### src/rtl/rfba_pkg.sv
`default_nettype none
package rfba_pkg;

  localparam int TOTAL_BLOCKS    = 32;
  localparam int RESERVED_BLOCKS = 8;
  localparam int DATA_BLOCKS     = (TOTAL_BLOCKS > RESERVED_BLOCKS) ?
                                   (TOTAL_BLOCKS - RESERVED_BLOCKS) : 0;
  localparam int DIV_D           = (DATA_BLOCKS == 0) ? 1 : DATA_BLOCKS;
  localparam int IDX_W           = (DIV_D > 1) ? $clog2(DIV_D) : 1;
  localparam int FREE_W          = $clog2(DIV_D + 1);
  localparam int CMP_W           = (FREE_W > 5) ? FREE_W : 5;
  localparam int BLK_SUM_W       = ($clog2(TOTAL_BLOCKS) > 5) ? $clog2(TOTAL_BLOCKS) : 5;
  localparam int MAX_GRANT       = 24;

  localparam logic [15:0] SEED_RESET = 16'd1234;
  localparam logic [15:0] LFSR_TAPS  = 16'hB400;

  // floor(2^32 / D) + 1: exact quotient for every 16-bit dividend
  localparam longint unsigned RECIP_L = ((64'd1 << 32) / DIV_D) + 64'd1;
  localparam logic [32:0]     RECIP   = RECIP_L[32:0];

  localparam logic [1:0] STAT_GRANTED = 2'd0;
  localparam logic [1:0] STAT_INSUFF  = 2'd1;
  localparam logic [1:0] STAT_EMPTY   = 2'd2;

  typedef struct packed {
    logic start_grant;
    logic emit_empty;
    logic emit_insuff;
    logic mul;
    logic reduce;
    logic load_seed;
  } cmd_t;

  typedef struct packed {
    logic req_zero;
    logic req_insuff;
    logic hit;
    logic hit_last;
  } stat_t;

  function automatic logic [15:0] lfsr_step(input logic [15:0] v);
    logic [15:0] s;
    s = v >> 1;
    if (v[0]) begin
      s = s ^ LFSR_TAPS;
    end
    return s;
  endfunction

endpackage
`default_nettype wire

### src/rtl/random_free_block_allocator.sv
// Random free-block allocator.
// Request channel: in_request_size is taken at a rising edge with start high
// and busy low. Results leave on out_block_number / out_status / out_last,
// each present for exactly one cycle while out_valid is high; the receiver
// must take every item as it comes, there is no back-pressure.
// A zero request or a request that cannot be met gives a single item in the
// cycle after acceptance, and busy stays low.
// A granted request draws LFSR values in turn, each draw going through a
// reciprocal multiply (S_MUL), then remainder and busy-map lookup (S_RED); a
// free draw gives an item in the following cycle, a busy draw is retried,
// until n blocks are granted. busy falls with the last item.
// Seed channel: cfg_random_seed is written when cfg_valid and cfg_ready are
// both high; cfg_ready is high whenever the block is idle. The write reloads
// the LFSR at once, a zero seed loading the reset seed.
// Reset (synchronous, rst_n low): every data block free, the LFSR holding
// the reset seed, no item pending. No clearing pass is needed.
`default_nettype none
module random_free_block_allocator (
  input  wire logic        clk,
  input  wire logic        rst_n,
  input  wire logic        start,
  output logic             busy,
  input  wire logic [4:0]  in_request_size,
  output logic             out_valid,
  output logic [4:0]       out_block_number,
  output logic [1:0]       out_status,
  output logic             out_last,
  input  wire logic        cfg_valid,
  output logic             cfg_ready,
  input  wire logic [15:0] cfg_random_seed
);
  import rfba_pkg::*;

  cmd_t  cmd;
  stat_t stat;

  rfba_ctrl u_ctrl (
    .clk       (clk),
    .rst_n     (rst_n),
    .start     (start),
    .cfg_valid (cfg_valid),
    .stat      (stat),
    .cmd       (cmd),
    .busy      (busy),
    .cfg_ready (cfg_ready)
  );

  rfba_dpath u_dpath (
    .clk              (clk),
    .rst_n            (rst_n),
    .cmd              (cmd),
    .in_request_size  (in_request_size),
    .cfg_random_seed  (cfg_random_seed),
    .stat             (stat),
    .out_valid        (out_valid),
    .out_block_number (out_block_number),
    .out_status       (out_status),
    .out_last         (out_last)
  );

endmodule
`default_nettype wire

### src/rtl/rfba_ctrl.sv
`default_nettype none
module rfba_ctrl (
  input  wire logic           clk,
  input  wire logic           rst_n,
  input  wire logic           start,
  input  wire logic           cfg_valid,
  input  wire rfba_pkg::stat_t stat,
  output rfba_pkg::cmd_t      cmd,
  output logic                busy,
  output logic                cfg_ready
);
  import rfba_pkg::*;

  localparam logic [1:0] S_IDLE = 2'd0;
  localparam logic [1:0] S_MUL  = 2'd1;
  localparam logic [1:0] S_RED  = 2'd2;

  logic [1:0] state_r;
  logic [1:0] state_nxt;
  logic       accept;

  assign busy      = (state_r != S_IDLE);
  assign cfg_ready = (state_r == S_IDLE);
  assign accept    = start && !busy;

  always_comb begin
    state_nxt = state_r;
    cmd       = '0;
    cmd.load_seed = cfg_valid && cfg_ready;
    case (state_r)
      S_IDLE: begin
        if (accept) begin
          if (stat.req_zero) begin
            cmd.emit_empty = 1'b1;
          end else if (stat.req_insuff) begin
            cmd.emit_insuff = 1'b1;
          end else begin
            cmd.start_grant = 1'b1;
            state_nxt       = S_MUL;
          end
        end
      end
      S_MUL: begin
        cmd.mul   = 1'b1;
        state_nxt = S_RED;
      end
      S_RED: begin
        cmd.reduce = 1'b1;
        state_nxt  = (stat.hit && stat.hit_last) ? S_IDLE : S_MUL;
      end
      default: begin
        state_nxt = S_IDLE;
      end
    endcase
  end

  always_ff @(posedge clk) begin
    if (!rst_n) begin
      state_r <= S_IDLE;
    end else begin
      state_r <= state_nxt;
    end
  end

endmodule
`default_nettype wire

### src/rtl/rfba_dpath.sv
`default_nettype none
module rfba_dpath (
  input  wire logic           clk,
  input  wire logic           rst_n,
  input  wire rfba_pkg::cmd_t cmd,
  input  wire logic [4:0]     in_request_size,
  input  wire logic [15:0]    cfg_random_seed,
  output rfba_pkg::stat_t     stat,
  output logic                out_valid,
  output logic [4:0]          out_block_number,
  output logic [1:0]          out_status,
  output logic                out_last
);
  import rfba_pkg::*;

  logic [15:0]          lfsr_r, lfsr_nxt;
  logic [15:0]          q_r;
  logic [4:0]           req_r;
  logic [4:0]           cnt_r;
  logic [FREE_W-1:0]    free_r;
  logic [DIV_D-1:0]     busy_map_r;
  logic                 out_valid_r;
  logic [4:0]           out_blk_r;
  logic [1:0]           out_stat_r;
  logic                 out_last_r;

  logic [48:0]          prod;
  logic [23:0]          qd;
  logic [23:0]          r_raw;
  logic [23:0]          r_fix;
  logic [IDX_W-1:0]     idx;
  logic [BLK_SUM_W-1:0] blk_sum;
  logic [CMP_W-1:0]     req_ext;
  logic [CMP_W-1:0]     free_ext;
  logic [15:0]          seed_ld;

  assign prod    = 49'(lfsr_r) * 49'(RECIP);
  assign qd      = 24'(q_r) * 24'(DIV_D);
  assign r_raw   = 24'(lfsr_r) - qd;
  assign r_fix   = (r_raw >= 24'(DIV_D)) ? (r_raw - 24'(DIV_D)) : r_raw;
  assign idx     = r_fix[IDX_W-1:0];
  assign blk_sum = BLK_SUM_W'(idx) + BLK_SUM_W'(RESERVED_BLOCKS);

  assign req_ext  = CMP_W'(in_request_size);
  assign free_ext = CMP_W'(free_r);

  assign stat.req_zero   = (in_request_size == 5'd0);
  assign stat.req_insuff = (req_ext > free_ext) || (in_request_size > 5'(MAX_GRANT)) ||
                           (DATA_BLOCKS == 0);
  assign stat.hit        = !busy_map_r[idx];
  assign stat.hit_last   = ((cnt_r + 5'd1) == req_r);

  assign seed_ld = (cfg_random_seed == 16'd0) ? SEED_RESET : cfg_random_seed;

  always_comb begin
    lfsr_nxt = lfsr_r;
    if (cmd.load_seed && cmd.start_grant) begin
      lfsr_nxt = lfsr_step(seed_ld);
    end else if (cmd.load_seed) begin
      lfsr_nxt = seed_ld;
    end else if (cmd.start_grant) begin
      lfsr_nxt = lfsr_step(lfsr_r);
    end else if (cmd.reduce && !(stat.hit && stat.hit_last)) begin
      lfsr_nxt = lfsr_step(lfsr_r);
    end
  end

  always_ff @(posedge clk) begin
    if (!rst_n) begin
      lfsr_r      <= SEED_RESET;
      free_r      <= FREE_W'(DATA_BLOCKS);
      busy_map_r  <= '0;
      out_valid_r <= 1'b0;
      cnt_r       <= 5'd0;
    end else begin
      lfsr_r      <= lfsr_nxt;
      out_valid_r <= cmd.emit_empty || cmd.emit_insuff || (cmd.reduce && stat.hit);
      if (cmd.start_grant) begin
        cnt_r <= 5'd0;
      end
      if (cmd.reduce && stat.hit) begin
        busy_map_r[idx] <= 1'b1;
        free_r          <= free_r - FREE_W'(1);
        cnt_r           <= cnt_r + 5'd1;
      end
    end
  end

  always_ff @(posedge clk) begin
    if (cmd.start_grant) begin
      req_r <= in_request_size;
    end
    if (cmd.mul) begin
      q_r <= prod[47:32];
    end
    if (cmd.emit_empty) begin
      out_blk_r  <= 5'd0;
      out_stat_r <= STAT_EMPTY;
      out_last_r <= 1'b1;
    end else if (cmd.emit_insuff) begin
      out_blk_r  <= 5'd0;
      out_stat_r <= STAT_INSUFF;
      out_last_r <= 1'b1;
    end else if (cmd.reduce && stat.hit) begin
      out_blk_r  <= blk_sum[4:0];
      out_stat_r <= STAT_GRANTED;
      out_last_r <= stat.hit_last;
    end
  end

  assign out_valid        = out_valid_r;
  assign out_block_number = out_blk_r;
  assign out_status       = out_stat_r;
  assign out_last         = out_last_r;

endmodule
`default_nettype wire

### config.mk
export PLATFORM = sky130hd
export DESIGN_NAME = random_free_block_allocator
export DESIGN_NICKNAME = d
export VERILOG_FILES = /design/src/rtl/rfba_pkg.sv /design/src/rtl/random_free_block_allocator.sv /design/src/rtl/rfba_ctrl.sv /design/src/rtl/rfba_dpath.sv
export SDC_FILE = /design/constraint.sdc
export NUM_CORES = 1
export LEC_CHECK = 0
export CAP_MARGIN = 20
export CORE_MARGIN = 3
export CORE_UTILIZATION = 53
export DETAILED_ROUTE_END_ITERATION = 8
export DONT_BUFFER_PORTS = 1
export HOLD_SLACK_MARGIN = 0.05
export PLACE_DENSITY = 0.67
export SLEW_MARGIN = 30
export SYNTH_ARGS = -nofsm -noshare
export SYNTH_HDL_FRONTEND = slang
export SYNTH_SLANG_ARGS = --single-unit
export TNS_END_PERCENT = 100
### constraint.sdc
create_clock -name clk -period 6.96 [get_ports clk]
set_input_delay 0 -clock clk [delete_from_list [all_inputs] [get_ports clk]]
set_output_delay 0 -clock clk [all_outputs]
set_load 0.05 [all_outputs]
Yosys cells after proc, flatten, opt, wreduce, memory -nomap -nowiden
Cells that the tools add are included.
{"block": "word_totals", "output_inout_bits": 11, "reg_bits": 78}
{"block": "classes", "multipliers": 2, "addsub": 5, "reduce_logical": 22, "bitwise_logic": 3, "muxes": 30, "eq_ne": 6, "magnitude_cmp": 5}
{"op": "two-way mux 16 bit", "count": 7}
{"op": "multiplier 16 x 28 -> 44 bit, second input constant", "count": 1}
{"op": ">= comparator 24 x 5 -> 1 bit, second input constant", "count": 1}
{"op": "OR 24 bit", "count": 1}
{"op": "subtractor 16 x 17 -> 18 bit", "count": 1}
{"op": "logical NOT 16 bit", "count": 1}
{"op": "two-way mux 5 bit", "count": 3}
{"op": "multiplier 12 x 2 -> 14 bit, second input constant", "count": 1}
{"op": "two-way mux 1 bit", "count": 10}
{"op": "two-way mux 2 bit", "count": 5}
{"op": "inverter 3 -> 4 bit", "count": 2}
{"op": "logical AND 1 bit", "count": 7}
{"op": "less-than comparator 5 x 6 -> 1 bit, second input constant", "count": 1}
{"op": "two-way mux 3 bit", "count": 2}
{"op": "!= test 2 bit, second input constant", "count": 3}
{"op": "one-hot mux 2 bit (3 select lines)", "count": 1}
{"op": "nonzero test 2 bit", "count": 3}
{"op": "adder 5 x 1 -> 5 bit, second input constant", "count": 1}
{"op": "adder 5 x 4 -> 5 bit, second input constant", "count": 1}
{"op": "binary-select mux 1 bit (select 5 bit)", "count": 1}
{"op": "demux 1 bit (select 5 bit)", "count": 1}
{"op": "== test 5 bit", "count": 1}
{"op": ">= comparator 5 x 1 -> 1 bit, second input constant", "count": 1}
{"op": "greater-than comparator 5 bit", "count": 1}
{"op": "other kinds (12)", "count": 16}

Logic depth before layout (Yosys ltp)
Gate-level depths: netlist of the first run.
{"block": "depth", "ltp_word": 14, "ltp_mapped": 25, "ltp_nobuf": 25}

Cells and area by module
Synthesis of the first run repeated with hierarchy kept, for this count alone.
{"block": "unflattened", "hier_cells": 1033, "hier_area_um2": 9520.4}
{"module": "rfba_dpath", "seq_area_each_um2": 1691.6, "n_inst": 1, "cells_per_inst": 1016, "area_each_um2": 9374.0}
{"module": "rfba_ctrl", "seq_area_each_um2": 40.0, "n_inst": 1, "cells_per_inst": 17, "area_each_um2": 146.4}

Least setup slack after synthesis of the first run
OpenSTA, ideal clock, no wires.
{"block": "synth_timing", "path_kind": "reg2reg", "start": "register u_dpath.lfsr_r[3]", "end": "register u_dpath.q_r[11], data pin", "arrival_ns": 5.649, "required_ns": 6.700, "path_stages_with_launch": 22, "synth_period_minus_slack_ns": 5.909, "setup_slack_ns": 1.051, "setup_time_ns": 0.260, "cell_sequence": "dfxtp_1 > ha_1 > fa_1 > inv_1 > fa_1 > fa_1 > inv_1 > fa_1 > inv_1 > fa_1 > inv_1 > ha_1 > a21oi_1 > a21oi_1 > a2111oi_0 > o211ai_1 > a31oi_1 > o21a_1 > o21ai_0 > o41a_1 > a21oi_1 > xnor2_1"}
{"block": "synth_via", "elab_chain_cells": 1}
{"item": "from (decl)", "line": "rfba_dpath.sv:16", "source": "logic [15:0] lfsr_r, lfsr_nxt;"}
{"item": "from (signal assigned)", "line": "rfba_dpath.sv:76", "source": "lfsr_r <= lfsr_nxt;"}
{"item": "multiplier 16 x 28 -> 44 bit", "line": "rfba_dpath.sv:37", "source": "assign prod = 49'(lfsr_r) * 49'(RECIP);"}
{"item": "named net u_dpath.prod[43]", "line": "rfba_dpath.sv:27", "source": "logic [48:0] prod;"}
{"item": "to (signal assigned)", "line": "rfba_dpath.sv:94", "source": "q_r <= prod[47:32];"}
{"item": "to (decl)", "line": "rfba_dpath.sv:17", "source": "logic [15:0] q_r;"}
The timed path passes the listed nets, and every way through them passes these cells.
A chain may end at the register's enable or synchronous reset.

Final worst setup path of the first run
{"block": "layout_timing", "start": "register u_dpath.lfsr_r[13]", "end": "register u_dpath.q_r[11], data pin"}
Same word-level chain as after synthesis.

==> key figures, run 1 <==
Run status
  – Status: complete, no violations

Layout
  – Fin nets: 1282
  – # diodes: 0
  – Synthesis-to-finish area growth: 7.02%
  – Non-filler instance count after layout: 1243
  – Core Util, Final: 59.0%
  – Share of cells above drive strength 1: 6.06%

Drt
  – Top Layer Used: met4
  – 1st-iter DRT viols: 432
  – Routed via count: 7001
  – ANT nets after route: 0
  – Met3 routed WL: 590 um
  – Via density: 5.63
  – Wl on met1: 9640 um
  – Routed WL: 20400 um
  – Remaining routing DRC violations: 0
  – Router iterations before antenna repair: 4
  – WL/cell: 16.4 um
  – Met2 Wirelength: 9840 um

Timing
  – Fmax: 0.157 GHz
  – Worst Skew: 0.0164 ns
  – Worst-margin pin slew: 0.950 ns
  – Final setup vio count: 0
  – Final max-slew violation count: 0
  – Final period utilization: 91.8%
  – Min Tclk post-route: 6.39 ns
  – Relative slew slack: 36.5%
  – Final Hold Vio Count: 0
  – RSZ-0062 raised after global routing: false
  – Setup TNS: 0 ns

Clock tree
  – Clk sinks: 78
  – Clock Latency Late Sink: 0.36 ns
  – CTS tree: yes
  – H-tree level count: 3
  – Worst-path clk slew: 0.08 ns
  – Maximum clock path buffer count: 2
  – TritonCTS buffer count: 9
  – CTS Root Cell: clkbuf_16

Yosys
  – Synth Area per Inst: 9.24 um2
  – Count leader, synth: inv_1
  – Post-synth EDFFs: 17
  – Number of synthesized register bits: 78
  – Cell Area, Synth: 9350 um2
  – Post-synth top area share: 20.9%
  – Yosys top cell by area: ha_1
  – Ys async rst share: 0%
  – Main flop type after synthesis: dfxtp_1
  – Synth cell types: 80
  – Synth Instances: 1011
  – Top post-synthesis cells by count: inv_1 (167), ha_1 (156), nor2_1 (87)
  – Mapped Nets: 1275
  – Sequential fraction of the synthesis area: 18.5%
  – Area contributors post-synth: ha_1 (21%), fa_1 (18%), dfxtp_1 (13%), inv_1 (6.7%), edfxtp_1 (5.5%)
  – YS warnings: 0

Floorplan
  – Die ar.: 19300 um2
  – DIE HEIGHT: 139 um
  – Area of the core: 16900 um2
  – Io pins: 36
  – Die width: 139 um
  – # rows: 47
  – Initial Util: 55.2%

Global routing
  – Number of global-route vias before repair: 6985
  – Global-route wire length before repair: 34300 um
  – GRT overflow: 0
  – Pin count of the biggest net entering global routing: 39
  – Initial antenna violation count: 0
  – GRT Util Overall: 21.5%

Place
  – Cell count after placement: 1210
  – Final HPWL DP: 16400 um
  – Gpl congestion: 0.915
  – I/O Buffers: 0

Min path
  – HP Class: in2reg
  – Hold_sp: rst_n
  – Worst Hold End: u_dpath.free_ext[0]
  – Hold path cells: 3

Setup path
  – CP Capture Type: register
  – R2R cell count: 19
  – WP data arrival: 6.48 ns
  – Kind of start point of the critical path: register
  – Crit path required time: 7.05 ns
  – Worst-path fanout max: 6
  – Worst r2r dst: u_dpath.q_r[11]
  – R2r setup slk: 0.57 ns
  – WS Path Type: reg2reg
  – RR Startpoint: u_dpath.lfsr_r[13]

Run
  – Max_cap viols: 0
-- layer usage --
metal | up-vias | global-route usage, %
met3 | 21 | 2.52
met5 | - | 0
met1 | 3376 | 29.8
met2 | 117 | 36.0
li1 | 3487 | -
met4 | 0 | 5.41
-- sequential cells by signal (all words and copies together) (netlist names), 2 cells and up --
name / count
u_dpath.q_r: 12
u_dpath.free_ext: 5
u_dpath.lfsr_r: 16
u_dpath.busy_map_r: 24
u_ctrl.state_r: 2
u_dpath.cnt_r: 5
u_dpath.out_status: 2
u_dpath.req_r: 5
u_dpath.out_block_number: 5
-- worst max path at each step --
stage / start / to / slack (ns) / cells after the start
6_report: u_dpath.lfsr_r[13] / u_dpath.q_r[11] / 0.57 / 19
5_1_grt: u_dpath.lfsr_r[13] / u_dpath.q_r[11] / 0.007 / 19
4_1_cts: u_dpath.lfsr_r[12] / u_dpath.q_r[11] / 0.43 / 19
3_5_place_dp: u_dpath.lfsr_r[12] / u_dpath.q_r[11] / 0.45 / 19
3_3_place_gp: u_dpath.lfsr_r[12] / u_dpath.q_r[11] / 0.58 / 21
2_1_floorplan: u_dpath.lfsr_r[3] / u_dpath.q_r[11] / 1.05 / 21
-- layout by cell type, fill, tap and decap left out, types with 7 or more instances in the layout --
master         Yosys  final
clkbuf_16          0      9
nor2_1            87     87
o21ai_0           27     27
a21o_1             8      8
nand2_1           56     56
and2_1             8      8
nor3_1             9      9
dlygate4sd3_1      1     16
mux2i_1           15     15
nand3_1           20     20
o21a_1             7      7
fa_1              83     83
edfxtp_1          17     17
o211ai_1           7      7
inv_1            167    167
buf_4              5     10
a21oi_1           39     39
nand2b_1          13     13
xnor2_1           20     20
dfxtp_1           61     60
a31oi_1           30     29
nor2b_1           15     15
mux2_2             7      7
ha_1             156    156
xor2_1            15     15
-- area by class of cell --
class / count / area [um2]
Fill cell: 1487 / 6940
Clock inverter: 7 / 78.8
Inverter: 167 / 627
Multi-Input combinational cell: 735 / 6820
Clock buffer: 9 / 225
Tap cell: 220 / 275
Timing Repair Buffer: 27 / 240
Sequential cell: 78 / 1730
-- worst max-delay path, cell delays in order (launching register included) --
cell	delay, ns
dfxtp_1	0.49
ha_1	0.31
fa_1	0.53
fa_1	0.59
fa_1	0.63
inv_1	0.11
fa_1	0.45
fa_1	0.52
inv_1	0.04
ha_1	0.32
nand3_1	0.12
nor2_1	0.08
a2111oi_0	0.36
o211ai_1	0.22
a31oi_2	0.29
o21a_1	0.23
o21ai_0	0.19
o41a_1	0.38
a21oi_1	0.18
xnor2_1	0.08
-- logic make-up after synthesis --
group | count (synthesis) | synth area share [%]
compound gates | 183 | 13.8
xor+xnor | 35 | 3.28
fa+ha+maj | 239 | 38.7
buf+inv | 198 | 8.69
flops | 78 | 18.5
mux | 28 | 3.90
simple gates | 250 | 13.1
-- stage by stage --
stage	area, um2	hold slack [ns]	setup WS [ns]
floorplan	9350	0.0989	1.05
global placement	9510	0.0806	0.583
detailed placement	9510	0.0858	0.455
CTS	9990	0.0898	0.427
global route	10000	0.126	0.00738
finish	10000	0.0909	0.570
-- what timing repair did --
item / 4_1_cts / 5_1_grt
setup endpoints to repair: 0 / 1
buffers inserted: 0 / 0
hold endpoints to repair: 31 / 0
resized for setup: 0 / 2
hold buffers: 17 / 0
Power of run 1 is not shown: default switching activity piles up to over one toggle a cycle in this logic, so the estimate is an artifact.
==> run 2: changes to the inputs <==
RECOVER_POWER = 25   (was not set)
==> run 2 against run 1 <==
- sequential share of layout area about the same
- final cell count unchanged
- clock skew up 0.00074 ns
- first-iteration DRC count up 0.23%
- critical path type unchanged
- critical endpoint unchanged
- largest cell class unchanged
==> key figures, run 2 (synthesis gave the netlist of run 1 again) <==
Run status
  – Status: complete, no violations

Drt
  – WL/cell: 16.4 um
  – Router iterations before antenna repair: 4
  – 1st-iter DRT viols: 433
  – Routed WL: 20400 um
  – Routed via count: 7021
  – Remaining routing DRC violations: 0
  – Via density: 5.65
  – ANT nets after route: 0

Global routing
  – GRT overflow: 0
  – Met3 usage: 2.52%
  – Pin count of the biggest net entering global routing: 39
  – GRT busiest layer: met2
  – GRT Util Overall: 21.5%
  – Grt met2 use: 36.0%
  – Number of global-route vias before repair: 6985
  – Met1 usage: 29.8%
  – Global-route wire length before repair: 34300 um
  – Initial antenna violation count: 0

Timing
  – Worst Skew: 0.0172 ns
  – Final setup vio count: 0
  – Min Tclk post-route: 6.39 ns
  – Final Hold Vio Count: 0
  – Fmax: 0.157 GHz
  – Final max-slew violation count: 0
  – Setup TNS: 0 ns
  – Final period utilization: 91.8%
  – RSZ-0062 raised after global routing: false
  – Worst-margin pin slew: 0.964 ns
  – Relative slew slack: 35.6%

Setup path
  – Buf/Inv on CP: 2
  – Most frequent cell on the critical path: fa_1
  – Worst-path fanout max: 6
  – WS Path Type: reg2reg
  – RR Startpoint: u_dpath.lfsr_r[13]
  – Crit-path cells: ha_1 -> fa_1 -> fa_1 -> fa_1 -> inv_1 -> fa_1 -> fa_1 -> inv_1 -> ha_1 -> nand3_1 -> nor2_1 -> a2111oi_0 -> o211ai_1 -> a31oi_2 -> o21a_1 -> o21ai_0 -> o41a_1 -> a21oi_1 -> xnor2_1
  – Kind of start point of the critical path: register
  – Crit-path slowest cell: fa_1
  – Crit. Startpoint: u_dpath.lfsr_r[13]
  – Crit path required time: 7.05 ns
  – CP Capture Type: register
  – R2r setup slk: 0.57 ns
  – Max stage delay on crit path: 0.63 ns
  – Worst path top cell family by delay: adder cells
  – WP data arrival: 6.48 ns

Floorplan
  – Die ar.: 19300 um2
  – Initial Util: 55.2%
  – DIE HEIGHT: 139 um
  – Die width: 139 um
  – Area of the core: 16900 um2
  – Io pins: 36
  – # rows: 47

Layout
  – Most common cell after layout, fill and taps aside: inv_1
  – # diodes: 0
  – Commonest non-fill, non-tap cells in the layout: inv_1 (167), ha_1 (156), nor2_1 (87)
  – Non-filler instance count after layout: 1243
  – Synthesis-to-finish area growth: 6.94%
  – Max reg flops: 24
  – Registers with the most flip-flops: u_dpath.busy_map_r (24), u_dpath.lfsr_r (16), u_dpath.q_r (12)
  – Fin nets: 1282
  – Top reg by flops: u_dpath.busy_map_r
  – Number of filler cells placed in the layout: 1486
  – Share of cells above drive strength 1: 5.87%

Run
  – Max_cap viols: 0

Place
  – Gpl congestion: 0.915
  – I/O Buffers: 0
  – Cell count after placement: 1210
  – Final HPWL DP: 16400 um

Clock tree
  – Clk sinks: 78
  – Maximum clock path buffer count: 2
  – Clock Latency Late Sink: 0.36 ns
  – CTS tree: yes
  – CTS Root Cell: clkbuf_16
  – H-tree level count: 3
  – Worst-path clk slew: 0.08 ns
  – TritonCTS buffer count: 9

Min path
  – Hold_sp: rst_n
  – HP Class: in2reg
## run 2: cell types whose count changed in the layout (fill, tap and decap cells not counted)
| cell | previous run | this run |
|---|---|---|
| and2_0 | 0 | 1 |
| and2_1 | 8 | 7 |
| buf_4 | 10 | 8 |
| clkbuf_1 | 0 | 2 |
## run 2: timing repair
item	in CTS	in global routing
hold buffers	17	0
setup endpoints to repair	0	1
gates resized for setup	0	2
buffers inserted	0	0
endpoints found under the hold margin	31	0
## run 2: worst paths after layout
kind,end,cells past startpoint
setup / recovery,u_dpath.q_r[11],19
hold / removal,u_dpath.free_ext[0],3
setup reg to reg,u_dpath.q_r[11],19
hold reg to reg,u_dpath.busy_map_r[23],2
## run 2: cell type report
| class | instances | area (um2) | share of cell area [%] |
|---|---|---|---|
| timing repair buffer | 27 | 233 | 2.33 |
| sequential | 78 | 1730 | 17.3 |
| multi-input combinational | 735 | 6820 | 68.3 |
| clock buffer | 9 | 225 | 2.25 |
| inverter | 167 | 627 | 6.27 |
| clock inverter | 7 | 78.8 | 0.789 |
| tap | 220 | 275 | 2.75 |
## run 2: worst reg2reg max path: stages, from the launching register on
cell and delay (ns):
dfxtp_1 0.49, ha_1 0.32, fa_1 0.54, fa_1 0.59
fa_1 0.63, inv_1 0.11, fa_1 0.45, fa_1 0.52
inv_1 0.04, ha_1 0.32, nand3_1 0.12, nor2_1 0.08
a2111oi_0 0.36, o211ai_1 0.22, a31oi_2 0.29, o21a_1 0.23
o21ai_0 0.19, o41a_1 0.38, a21oi_1 0.18, xnor2_1 0.08
## run 2: layer usage
layer	up-vias	wire length [um]
met5	-	0
met4	0	294
met3	19	674
met2	128	9880
met1	3382	9510
li1	3492	-
## run 2: per-stage QoR
stage	setup slack, ns	area (um2)	utilization, %	hold WS (ns)
6_report	0.571	9990	59.0	0.0913
5_1_grt	0.00738	9990	59.0	0.126
4_1_cts	0.427	9990	59.0	0.0898
3_5_place_dp	0.455	9510	56.2	0.0858
3_3_place_gp	0.583	9510	56.2	0.0806
2_1_floorplan	1.05	9350	-	0.0989
Power of run 2 is left out for the same reason.
==> run 3: changes to the inputs <==
CORE_MARGIN = not set   (was 3)
CTS_BUF_LIST = sky130_fd_sc_hd__clkbuf_16   (was not set)
==> run 3 against run 2 <==
- sequential share of layout area hardly changed
- register-to-register slack got worse by 0.11 ns
- count of clock-buffer cells in the layout unchanged
- final cell count grew 0.56%
- clock skew shrank 0.0029 ns
- worst hold slack lost 0.035 ns
- via count increased by 0.83%
- critical path depth rose by 2
- largest cell class unchanged
==> key figures, run 3 (synthesis gave the netlist of run 1 again) <==
Run status
  – Status: complete, no violations

Clock tree
  – H-tree level count: 3
  – CTS Root Cell: clkbuf_16
  – Worst-path clk slew: 0.07 ns
  – TritonCTS buffer count: 9
  – Clock Latency Late Sink: 0.34 ns
  – Maximum clock path buffer count: 2
  – CTS tree: yes
  – Post-CTS Setup Bufs: 0
  – Clk sinks: 78

Setup path
  – WP data arrival: 6.58 ns
  – R2R cell count: 21
  – RR Startpoint: u_dpath.lfsr_r[3]
  – WS Path Type: reg2reg
  – R2r setup slk: 0.47 ns
  – Crit. Startpoint: u_dpath.lfsr_r[3]
  – Crit path required time: 7.04 ns
  – CP Capture Type: register
  – Worst r2r dst: u_dpath.q_r[11]
  – Kind of start point of the critical path: register
  – Worst-path fanout max: 6

Drt
  – Top Layer Used: met4
  – Router iterations before antenna repair: 5
  – 1st-iter DRT viols: 458
  – Routed WL: 20400 um
  – ANT nets after route: 0
  – Routed via count: 7079
  – Met3 routed WL: 655 um
  – Met2 Wirelength: 10200 um
  – Via density: 5.66
  – WL/cell: 16.3 um
  – Remaining routing DRC violations: 0
  – Wl on met1: 8980 um

Layout
  – Flip-flop and latch area: 1730 um2
  – # diodes: 0
  – Design area: 9990 um2
  – Core Util, Final: 58.0%
  – Number of filler cells placed in the layout: 1544
  – Share of cells above drive strength 1: 5.95%
  – Fin nets: 1284
  – Multi-input gate area: 6800 um2
  – Synthesis-to-finish area growth: 6.95%
  – Commonest non-fill, non-tap cells in the layout: inv_1 (167), ha_1 (156), nor2_1 (87)
  – Max reg flops: 24
  – Top reg by flops: u_dpath.busy_map_r
  – Most common cell after layout, fill and taps aside: inv_1
  – Registers with the most flip-flops: u_dpath.busy_map_r (24), u_dpath.lfsr_r (16), u_dpath.q_r (12)

Floorplan
  – Initial Util: 54.2%
  – Die ar.: 18200 um2
  – # rows: 48
  – Area of the core: 17200 um2
  – Io pins: 36
  – DIE HEIGHT: 135 um
  – Die width: 135 um

Timing
  – Final setup vio count: 0
  – Hold_ws: 0.0564 ns
  – Worst Skew: 0.0142 ns
  – Final period utilization: 93.3%
  – Final max-slew violation count: 0
  – Min Tclk post-route: 6.49 ns
  – RSZ-0062 raised after global routing: false
  – Relative slew slack: 34.8%
  – Worst-margin pin slew: 0.953 ns
  – Setup TNS: 0 ns
  – Fmax: 0.154 GHz
  – Final Hold Vio Count: 0

Min path
  – HP Class: in2reg
  – Hold_sp: in_request_size[2]
  – Worst Hold End: u_dpath.out_status[0]
  – Hold path cells: 4

Global routing
  – GRT overflow: 0
  – Number of global-route vias before repair: 7128
  – Global-route wire length before repair: 34700 um
  – Pin count of the biggest net entering global routing: 37
  – GRT Util Overall: 24.3%
  – Initial antenna violation count: 0

Place
  – Cell Area, Placed: 9530 um2
  – Gpl congestion: 0.899
  – Final HPWL DP: 16600 um
  – I/O Buffers: 0

Run
  – Max_cap viols: 0
## run 3: cell types whose count changed in the layout (fill, tap and decap cells not counted)
cell        previous run  this run
a2111oi_0              1         2
a2111oi_1              1         0
a31oi_1               29        30
a31oi_2                1         0
a41oi_2                0         1
a41oi_4                1         0
and2_0                 1         0
and2_1                 7         8
buf_4                  8        10
clkinv_4               1         0
clkinvlp_4             0         1
## run 3: final cells by class
cell class / instances / share of cell area [%]
multi-input combinational: 735 / 68.1
sequential: 78 / 17.3
timing repair buffer: 29 / 2.48
clock buffer: 9 / 2.25
clock inverter: 7 / 0.776
inverter: 167 / 6.27
tap: 225 / 2.82
## run 3: stage by stage
step | worst slack, ns | std cells
after floorplan | 1.05 | 1011
after global placement | 0.596 | 1217
after detailed placement | 0.423 | 1217
after CTS | 0.389 | 1250
after global routing | 0.0129 | 1250
final | 0.466 | 1250
## run 3: worst max path at each step
stage	endpoint	slack [ns]	depth (start not counted)
3_3_place_gp	u_dpath.q_r[11]	0.60	21
2_1_floorplan	u_dpath.q_r[11]	1.05	21
4_1_cts	u_dpath.q_r[11]	0.39	21
6_report	u_dpath.q_r[11]	0.47	21
5_1_grt	u_dpath.q_r[11]	0.01	19
3_5_place_dp	u_dpath.q_r[11]	0.42	21
## run 3: layer usage
| layer | track usage [%] | up-vias |
|---|---|---|
| li1 | - | 3490 |
| met1 | 31.4 | 3412 |
| met2 | 42.5 | 143 |
| met3 | 1.91 | 34 |
| met4 | 9.18 | 0 |
| met5 | 0 | - |
## run 3: critical path, stage by stage (launching register included)
cell and delay (ns):
dfxtp_1 0.47, ha_1 0.33, fa_1 0.58, inv_1 0.11
fa_1 0.53, fa_1 0.51, inv_1 0.05, fa_1 0.47
inv_1 0.09, fa_1 0.54, inv_1 0.05, ha_1 0.32
a21oi_1 0.15, a21oi_1 0.08, a2111oi_0 0.40, o211ai_1 0.22
a31oi_1 0.27, o21a_1 0.22, o21ai_0 0.20, o41a_1 0.39
a21oi_1 0.19, xnor2_1 0.09
## run 3: timing repair
action	in CTS	in global routing
hold buffers	17	0
gates resized for setup	0	1
setup endpoints to repair	0	1
hold endpoints to repair	32	0
Power of run 3 is left out for the same reason.
